`config.mk`:
```
export PLATFORM = sky130hd
export DESIGN_NAME = gfs_ctrl
export DESIGN_NICKNAME = d
export VERILOG_FILES = /design/src/assert_macros.svh /design/src/gfs_pkg.sv /design/src/gfs_ctrl.sv
export SDC_FILE = /design/constraint.sdc
export NUM_CORES = 1
export LEC_CHECK = 0
export ABC_AREA = 1
export BUFFER_PORTS_ARGS = -buffer_cell sky130_fd_sc_hd__clkbuf_2
export CAP_MARGIN = 20
export CORE_AREA = 2 2 39 41
export DETAILED_ROUTE_END_ITERATION = 10
export DIE_AREA = 0 0 41 43
export SYNTH_ARGS = -nofsm -noshare
export SYNTH_HDL_FRONTEND = slang
export SYNTH_SLANG_ARGS = --single-unit
```
`constraint.sdc`:
```
create_clock -name clk_i -period 1.1 [get_ports clk_i]
set_input_delay 0.055 -clock clk_i [delete_from_list [all_inputs] [get_ports clk_i]]
set_output_delay 0.055 -clock clk_i [all_outputs]
set_load 0.02 [all_outputs]
```
`src/assert_macros.svh`:
```
// Assertion macros shared by the RTL. All checks sample on clk_i and are
// masked while rst_ni is low.
`ifndef ASSERT_MACROS_SVH
`define ASSERT_MACROS_SVH

// Check that a condition holds at every clock edge.
`define GFS_ASSERT(lbl, cond, msg) \
  lbl: assert property (@(posedge clk_i) disable iff (!rst_ni) (cond)) else $error(msg);

// Check that the consequent holds in the cycle after the antecedent.
`define GFS_ASSERT_NEXT(lbl, ante, cons, msg) \
  lbl: assert property (@(posedge clk_i) disable iff (!rst_ni) (ante) |=> (cons)) \
    else $error(msg);

`endif

```
`src/gfs_pkg.sv`:
```
package gfs_pkg;

  // Nonterminal table
  localparam int MaxNt    = 32;
  localparam int NtW      = $clog2(MaxNt);
  localparam int CfgW     = 6;

  // Symbol sets: bit 0 epsilon, bit k+1 token k
  localparam int SetBits  = 64;
  localparam int IdW      = 6;
  localparam int ShW      = IdW + 1;

  // Rule symbol store
  localparam int RuleDepth = 256;
  localparam int RuleAw    = $clog2(RuleDepth);
  localparam int RuleCw    = RuleAw + 1;

  typedef enum logic {
    OP_LOAD    = 1'b0,
    OP_COMPUTE = 1'b1
  } op_e;

  typedef enum logic {
    REG_NT_COUNT    = 1'b0,
    REG_TOKEN_COUNT = 1'b1
  } reg_e;

  typedef enum logic [2:0] {
    ST_IDLE,
    ST_FETCH,
    ST_DECODE,
    ST_APPLY,
    ST_LHS_RD,
    ST_LHS_WR,
    ST_EMIT_RD,
    ST_EMIT_OUT
  } state_e;

  typedef struct packed {
    logic [NtW-1:0] lhs;
    logic           empty;
    logic           rend;
    logic           term;
    logic [IdW-1:0] id;
  } entry_t;

  typedef struct packed {
    logic load;
    logic start;
    logic fetch;
    logic decode;
    logic apply;
    logic lhs_rd;
    logic lhs_wr;
    logic restart;
    logic emit_rd;
    logic emit_out;
  } cmd_t;

  typedef struct packed {
    logic ncount_zero;
    logic fill_zero;
    logic rule_done;
    logic pass_end;
    logic pass_dirty;
    logic out_free;
    logic emit_last;
  } sts_t;

endpackage

```
`src/gfs_ctrl.sv`:
```
module gfs_ctrl (
  input  logic          clk_i,
  input  logic          rst_ni,
  input  logic          in_valid_i,
  input  logic          operation_i,
  output logic          in_ready_o,
  input  gfs_pkg::sts_t sts_i,
  output gfs_pkg::cmd_t cmd_o
);
  import gfs_pkg::*;

  state_e state_q, state_d;

  always_ff @(posedge clk_i or negedge rst_ni) begin
    if (!rst_ni) begin
      state_q <= ST_IDLE;
    end else begin
      state_q <= state_d;
    end
  end

  always_comb begin
    state_d    = state_q;
    cmd_o      = '0;
    in_ready_o = 1'b0;
    unique case (state_q)
      ST_IDLE: begin
        in_ready_o = 1'b1;
        if (in_valid_i) begin
          if (operation_i == OP_LOAD) begin
            cmd_o.load = 1'b1;
          end else begin
            cmd_o.start = 1'b1;
            if (sts_i.ncount_zero) begin
              state_d = ST_IDLE;
            end else if (sts_i.fill_zero) begin
              state_d = ST_EMIT_RD;
            end else begin
              state_d = ST_FETCH;
            end
          end
        end
      end
      ST_FETCH: begin
        cmd_o.fetch = 1'b1;
        state_d     = ST_DECODE;
      end
      ST_DECODE: begin
        cmd_o.decode = 1'b1;
        state_d      = ST_APPLY;
      end
      ST_APPLY: begin
        cmd_o.apply = 1'b1;
        state_d     = sts_i.rule_done ? ST_LHS_RD : ST_FETCH;
      end
      ST_LHS_RD: begin
        cmd_o.lhs_rd = 1'b1;
        state_d      = ST_LHS_WR;
      end
      ST_LHS_WR: begin
        cmd_o.lhs_wr = 1'b1;
        if (!sts_i.pass_end) begin
          state_d = ST_FETCH;
        end else if (sts_i.pass_dirty) begin
          cmd_o.restart = 1'b1;
          state_d       = ST_FETCH;
        end else begin
          state_d = ST_EMIT_RD;
        end
      end
      ST_EMIT_RD: begin
        if (sts_i.out_free) begin
          cmd_o.emit_rd = 1'b1;
          state_d       = ST_EMIT_OUT;
        end
      end
      ST_EMIT_OUT: begin
        cmd_o.emit_out = 1'b1;
        state_d        = sts_i.emit_last ? ST_IDLE : ST_EMIT_RD;
      end
      default: state_d = ST_IDLE;
    endcase
  end

endmodule

```
* Word level (Yosys, flattened, before mapping)
Index checks and enable logic that the tools add are counted. W data, S select, Z words.
Storage, ports and cells: register bits 3, output and inout bits 11
Operators by class: equal/unequal tests 10, multiplexer cells 25, reduce and logical (&&, ||, !) cells 2
Operators by type and width (count):
- $mux W3 | 9
- $pmux W3 S8 | 1
- $eq A3 B3 Y1 const B | 4
- $mux W1 | 12
- $eq A3 B2 Y1 const B | 2
- $mux W2 | 3
- $ne A2 B2 Y1 const B | 3
- $eq A3 B1 Y1 const B | 1
- $logic_not A3 Y1 | 1
- $reduce_and A3 Y1 | 1

* Depth between registers and ports, before layout
Gate-level depths: netlist of the first run.
depth in word-level cells 5, gate-level depth with buffers 7, gate-level depth less buffers 7

* Least setup slack after synthesis of the first run
Ideal clock, no wire load.
path type register to register, from reg state_q[2], to reg state_q[0], data arrival time 1150 ps, data required time 1023 ps, slack -127 ps, cell stages (with the launch flop) 6, buffers on the path 0, period minus slack after synthesis 1227 ps, path through dfrtp_1 nor2_1 nand2_1 nand3_1 nand2_1 a21oi_1
On the way: longest elaborated chain between the ends 3, elaborated cells between the ends (all ways) 13
RTL lines:
- start: declaration | RTL line gfs_ctrl.sv:12 | state_e state_q, state_d;
- start signal: assignment | RTL line gfs_ctrl.sv:18 | state_q <= state_d;
- $eq A3 B3 Y1 / $logic_not A3 Y1 (equally long branches) | RTL line gfs_ctrl.sv:26 | unique case (state_q)
- $ne A2 B2 Y1 (no line)
- $reduce_and A3 Y1 (no line)
Parallel ways exist; a longest one is shown, timed or not. A chain may end at the register's enable or synchronous reset.

==> impl_metrics.py, run 1 <==
metrics = {
    "worst_setup_path": {
        "worstSetupPathType": "register to output port",
        "critPathTopFamily": "flip-flops",
        "cp_common_cell": "nor2_4",
        "path_buf_inv": 2,
        "cp-end-kind": "output port",
        "critPathSlowestCell": "dfrtp_2",
        "cp_max_fo": 5,
        "crit_chain": "inv_2 -> nand2_4 -> nor2_4 -> nand2_2 -> nor2_4 -> buf_8",
        "crit_arrival_ns": 1.24,
        "start_kind": "register",
        "cp.required_ns": 1.04,
        "cpPeakStageDelay_ns": 0.44,
    },
    "global_routing": {
        "grt_max_degree": 6,
        "antenna_found_initial": 0,
        "track_usage_pct": 15.01,
        "grt_pass1_wl_um": 1876,
        "grt_pass1_vias": 506,
        "grt_overflow": 0,
    },
    "route": {
        "final_antenna_net_count": 0,
        "drtIter0Drc": 1,
        "drc": 0,
        "routed_wl_um": 1090,
        "vias_per_cell": 4.228,
        "drt-pass1-iter-count": 3,
        "wl_per_cell_um": 8.862,
        "vias": 520,
    },
    "finish": {
        "num-nets-final": 119,
        "syn_to_final_growth_pct": 127.2,
        "regMostFlops": "state_q",
        "n_fill_cell": 143,
        "largest_register_ffs": 3,
        "ff_latch_area_um2": 77.57,
        "drive_gt1_share_pct": 59.81,
        "reg_top3": "state_q: 3 flops",
        "layout_common_cells": "14 x buf_4, 12 x nand2_1, 11 x inv_1, 11 x clkbuf_2, 8 x nor2_1",
        "fin_area_um2": 773.2,
        "layout_commonest_cell": "buf_4",
        "multi_input_area_um2": 267.8,
        "antenna_cells": 0,
    },
    "synth": {
        "yosys.area.top_type_share_pct": 22.06,
        "avgSynthCellArea_um2": 5.318,
        "yosys.area.top_type": "dfrtp_1",
        "ys_types": 13,
        "syn-cell-area_um2": 340.3,
        "synth-seq-cells": 3,
        "yosys_warnings": 0,
        "yosys-top-cells-area": "dfrtp_1 22%, nand2_1 17%, inv_1 14%",
        "synth_nets": 75,
        "synth_cells": 64,
        "synth-seq-area-share_pct": 22.06,
    },
    "run": {
        "maxCapViolations": 0,
    },
    "outcome": {
        "status": "complete, but fails checks",
        "violations": "setup timing",
    },
    "hold_path": {
        "min_path_type": "primary input to register",
    },
    "placed_design": {
        "place_congestion": 0.7236,
        "io_buffers": 21,
        "postPlaceCellArea_um2": 560.5,
        "dpl.hpwl_um": 791.5,
        "dp_slack_ns": -0.03867,
    },
    "clock_network": {
        "cts_tree": "done",
        "ctsLongestPathBuffers": 2,
        "clkSinkCount": 3,
        "root_buffer": "clkbuf_4",
        "cts-buffers-inserted": 3,
        "cts-htree-levels": 1,
        "worstSkewPairLatency_ns": 0.23,
        "clkTransAtPathRegs_ns": 0.04,
    },
    "timing": {
        "fmax_mhz": 770.6,
        "rsz0062_at_grt": "true",
        "worst_pin_slew_ns": 0.1652,
        "period_share_pct": 118.0,
        "period_needed_ns": 1.298,
        "setup_viol": 14,
        "hold_violations": 0,
        "finClkSkew_ns": 0.00005733,
        "fin_ws_ns": -0.1976,
        "max_slew_margin_pct": 88.87,
        "slew_viol_final": 0,
    },
    "floorplanning": {
        "die-area_um2": 1763,
        "io-pin-count": 22,
        "start_util_pct": 24.59,
        "die_y_um": 43,
        "core-area_um2": 1384,
        "fp.dieW_um": 41,
        "rows": 14,
    },
    "pwr": {
        "vdd_drop_max_mv": 1.252,
        "pwr_density_cell_nw_per_um2": 2851,
        "power_mw": 2.204,
        "p_leak_nw": 0.4524,
    },
}
-- worst register-to-register path, cell delays in order (launching register included) --
cell and delay, ns:
dfrtp_2 0.44, inv_2 0.09, nand2_4 0.06, nor2_4 0.14, buf_4 0.13, buf_4 0.09, nand2_2 0.07, nand3_2 0.07
nor2_1 0.05, nor2_1 0.08
-- cell families after synthesis --
kind of cell / count (synthesis) / share of synthesized area, %
AOI/OAI and AO/OA: 2 / 2.938
DFF: 3 / 22.06
and+or+nand+nor: 43 / 57.35
buffers and inverters: 16 / 17.65
-- report_power, final --
| group | switching, mW | internal (mW) | total [mW] |
|---|---|---|---|
| logic | 0.867 | 0.882 | 1.75 |
| clock network | 0.0552 | 0.136 | 0.191 |
| registers | 0.0809 | 0.182 | 0.263 |
-- per-stage QoR --
step,cells,setup TNS [ns],utilization [%],hold slack (ns)
6_report,123,-2.055,55.88,0.07812
5_1_grt,123,-3.171,55.88,0.1102
4_1_cts,120,-1.938,50.18,0.07914
3_5_place_dp,110,-0.1063,40.51,-0.1462
2_1_floorplan,64,-0.07416,-,-0.2406
3_3_place_gp,110,-0.04791,40.51,-0.1463
-- final cells by class --
type | instances | share of cell area [%]
inverters | 16 | 7.767
multi-input cells | 45 | 34.63
repair buffers | 39 | 41.59
clock buffers | 4 | 3.398
flip-flops and latches | 3 | 10.03
well taps | 16 | 2.589
-- synthesized netlist by cell type, drive strengths merged --
cell type  count
nand3          9
o21ai          1
nand2         17
dfrtp          3
nor2          15
inv           16
nor3           2
a21oi          1
-- path summary, 6_finish.rpt --
check	from	end	slack (ns)	cells past startpoint
worst min-delay path	sts_i[4]	state_q[2]	0.08	3
worst min register to register	state_q[0]	state_q[0]	0.77	4
max in group asynchronous	rst_ni	state_q[1]	0.82	2
worst max register to register	state_q[1]	state_q[1]	-0.18	9
worst max-delay path	state_q[1]	cmd_o[9]	-0.20	6
min in group asynchronous	rst_ni	state_q[0]	0.16	2
-- per-layer routing --
layer / wire length (um) / vias up / global-route usage (%)
met5: 0 / - / 0
met4: 0 / 0 / 4.000
met3: 47 / 0 / 3.665
met2: 610 / 13 / 24.38
met1: 432 / 231 / 18.83
li1: - / 276 / -
-- what timing repair did --
item	CTS	global route
hold buffers	1	0
endpoints found under the hold margin	3	0
setup buffers	5	3
pin swaps	4	3
resized for setup	13	23
setup endpoints to repair	13	14
Power figures use the tool's default switching activity.
==> run 2, diff against run 1 <==
- HOLD_SLACK_MARGIN: unset -> 0.05
- clock period: 1.1 -> 1.3 ns (I/O delays scaled with it)
==> run 2 against run 1 <==
Compared with the run above:
- the flow now finishes without violations
- die area stayed put
- register-to-register slack improved by 0.26 ns
- utilization is 12 points lower
- worst hold slack worse by 0.0042 ns
- sequential share of layout area grew 2.5 points
- clock skew increased by 0.0028 ns
- setup slack better by 0.22 ns
- global-route usage shrank 2.4 points
- via count is 4.8% lower
- first-iteration DRC count rose to 4.0 times the previous value
==> impl_metrics.py, run 2 (same netlist as run 1, synthesis figures left out) <==
metrics = {
    "finish": {
        "reg_top3": "state_q: 3 flops",
        "n_fill_cell": 149,
        "drive_gt1_share_pct": 50.00,
        "num-nets-final": 110,
        "layout_commonest_cell": "buf_4",
        "utilization_pct": 43.94,
        "antenna_cells": 0,
        "layout_common_cells": "15 x buf_4, 14 x nand2_1, 13 x clkbuf_2",
        "largest_register_ffs": 3,
        "regMostFlops": "state_q",
        "fin_area_um2": 608.1,
        "syn_to_final_growth_pct": 78.68,
        "final_cells": 114,
    },
    "timing": {
        "fin_ws_ns": 0.01996,
        "slew_viol_final": 0,
        "worst_pin_slew_ns": 0.2399,
        "finClkSkew_ns": 0.002861,
        "hold_violations": 0,
        "max_slew_margin_pct": 83.95,
        "period_share_pct": 98.46,
        "period_needed_ns": 1.280,
        "setup_viol": 0,
        "fmax_mhz": 781.2,
        "rsz0062_at_grt": "true",
        "tns_ns": 0,
    },
    "route": {
        "wl_per_cell_um": 8.570,
        "routed_wl_um": 977,
        "drc": 0,
        "drtIter0Drc": 4,
        "drt-pass1-iter-count": 4,
        "vias": 495,
        "vias_per_cell": 4.342,
        "final_antenna_net_count": 0,
    },
    "worst_setup_path": {
        "regToRegSetupSlack_ns": 0.08,
        "reg2reg_from": "state_q[1]",
        "cp_common_cell": "buf_4",
        "path_buf_inv": 2,
        "cp-end-kind": "output port",
        "cpPeakStageDelay_ns": 0.39,
        "critPathTopFamily": "flip-flops",
        "crit_chain": "buf_4 -> nand2_1 -> nor2_1 -> buf_4",
        "rr_worst_depth": 7,
        "cp.required_ns": 1.24,
        "timing.rr.end": "state_q[0]",
        "start_kind": "register",
        "crit_arrival_ns": 1.22,
        "cp_max_fo": 4,
        "worstSetupPathType": "register to output port",
        "critPathSlowestCell": "dfrtp_1",
    },
    "global_routing": {
        "grt_pass1_wl_um": 1483,
        "track_usage_pct": 12.59,
        "antenna_found_initial": 0,
        "grt_max_degree": 8,
        "grt_pass1_vias": 395,
        "grt_overflow": 0,
    },
    "pwr": {
        "p_leak_nw": 0.3893,
        "vdd_drop_max_mv": 0.9428,
        "pwr_density_cell_nw_per_um2": 2361,
    },
    "hold_path": {
        "hp-start": "sts_i[4]",
        "hold_depth": 3,
        "min_path_type": "primary input to register",
        "whs_endpoint": "state_q[2]",
    },
    "placed_design": {
        "dpl.cell_count": 101,
        "place_congestion": 0.7510,
        "io_buffers": 21,
        "postPlaceCellArea_um2": 465.4,
        "dp_slack_ns": 0.1236,
        "dpl.hpwl_um": 671.5,
    },
    "clock_network": {
        "cts_tree": "done",
        "ctsLongestPathBuffers": 2,
        "clkTransAtPathRegs_ns": 0.04,
        "worstSkewPairLatency_ns": 0.23,
        "cts-htree-levels": 1,
        "cts-buffers-inserted": 3,
        "root_buffer": "clkbuf_4",
        "clkSinkCount": 3,
    },
    "outcome": {
        "status": "completed",
    },
    "floorplanning": {
        "die_y_um": 43,
        "rows": 14,
        "start_util_pct": 24.59,
        "core-area_um2": 1384,
        "fp.dieW_um": 41,
        "io-pin-count": 22,
        "die-area_um2": 1763,
    },
    "run": {
        "maxCapViolations": 0,
    },
}
==> run 2: cell types whose count changed in the layout (fill, tap and decap cells not counted), sizes merged <==
cell / delta
buf: -8
clkbuf: -1
==> run 2: through the flow <==
stage	power [mW]	hold WS (ns)
floorplan	0.7779	-0.2306
global placement	0.9793	-0.1344
detailed placement	0.9715	-0.1354
CTS	1.348	0.06851
global route	1.571	0.07131
finish	1.436	0.07390
==> run 2: power breakdown <==
| part | switching, mW | internal (mW) | total [mW] |
|---|---|---|---|
| logic | 0.597 | 0.453 | 1.05 |
| registers | 0.0718 | 0.151 | 0.223 |
| clock network | 0.0478 | 0.115 | 0.163 |
==> run 2: layout make-up <==
cell class	instances	area, um2	area share, %
multi-input cells	45	230.2	37.86
repair buffers	30	195.2	32.10
flip-flops and latches	3	76.32	12.55
inverters	16	60.06	9.877
clock buffers	4	26.28	4.321
well taps	16	20.02	3.292
==> run 2: per-layer routing <==
metal | track usage [%] | up-vias | routed length, um
li1 | - | 258 | -
met1 | 14.61 | 219 | 377
met2 | 19.38 | 18 | 527
met3 | 4.712 | 0 | 72
met4 | 6.000 | 0 | 0
met5 | 0 | - | 0
==> run 2: timing repair <==
action / CTS / global route
resized for setup: 4 / 20
setup endpoints to repair: 4 / 9
hold buffers: 1 / 0
endpoints found under the hold margin: 3 / 0
pin swaps: 1 / 2
cloned: 0 / 0
setup buffers: 8 / 0
==> run 2: worst max-delay path by stage <==
| stage | from | end | cells after the start |
|---|---|---|---|
| global placement | state_q[0] | cmd_o[8] | 6 |
| global route | state_q[0] | cmd_o[9] | 6 |
| finish | state_q[1] | cmd_o[5] | 4 |
| detailed placement | state_q[0] | cmd_o[8] | 6 |
| floorplan | state_q[2] | state_q[0] | 5 |
| CTS | state_q[1] | cmd_o[2] | 4 |
==> run 2: worst reg2reg max path, delay by kind of cell (launching register included) <==
kind	cells	cell delay (ns)
flops	1	0.39
buf+inv	1	0.15
simple gates	5	0.46
compound gates	1	0.13
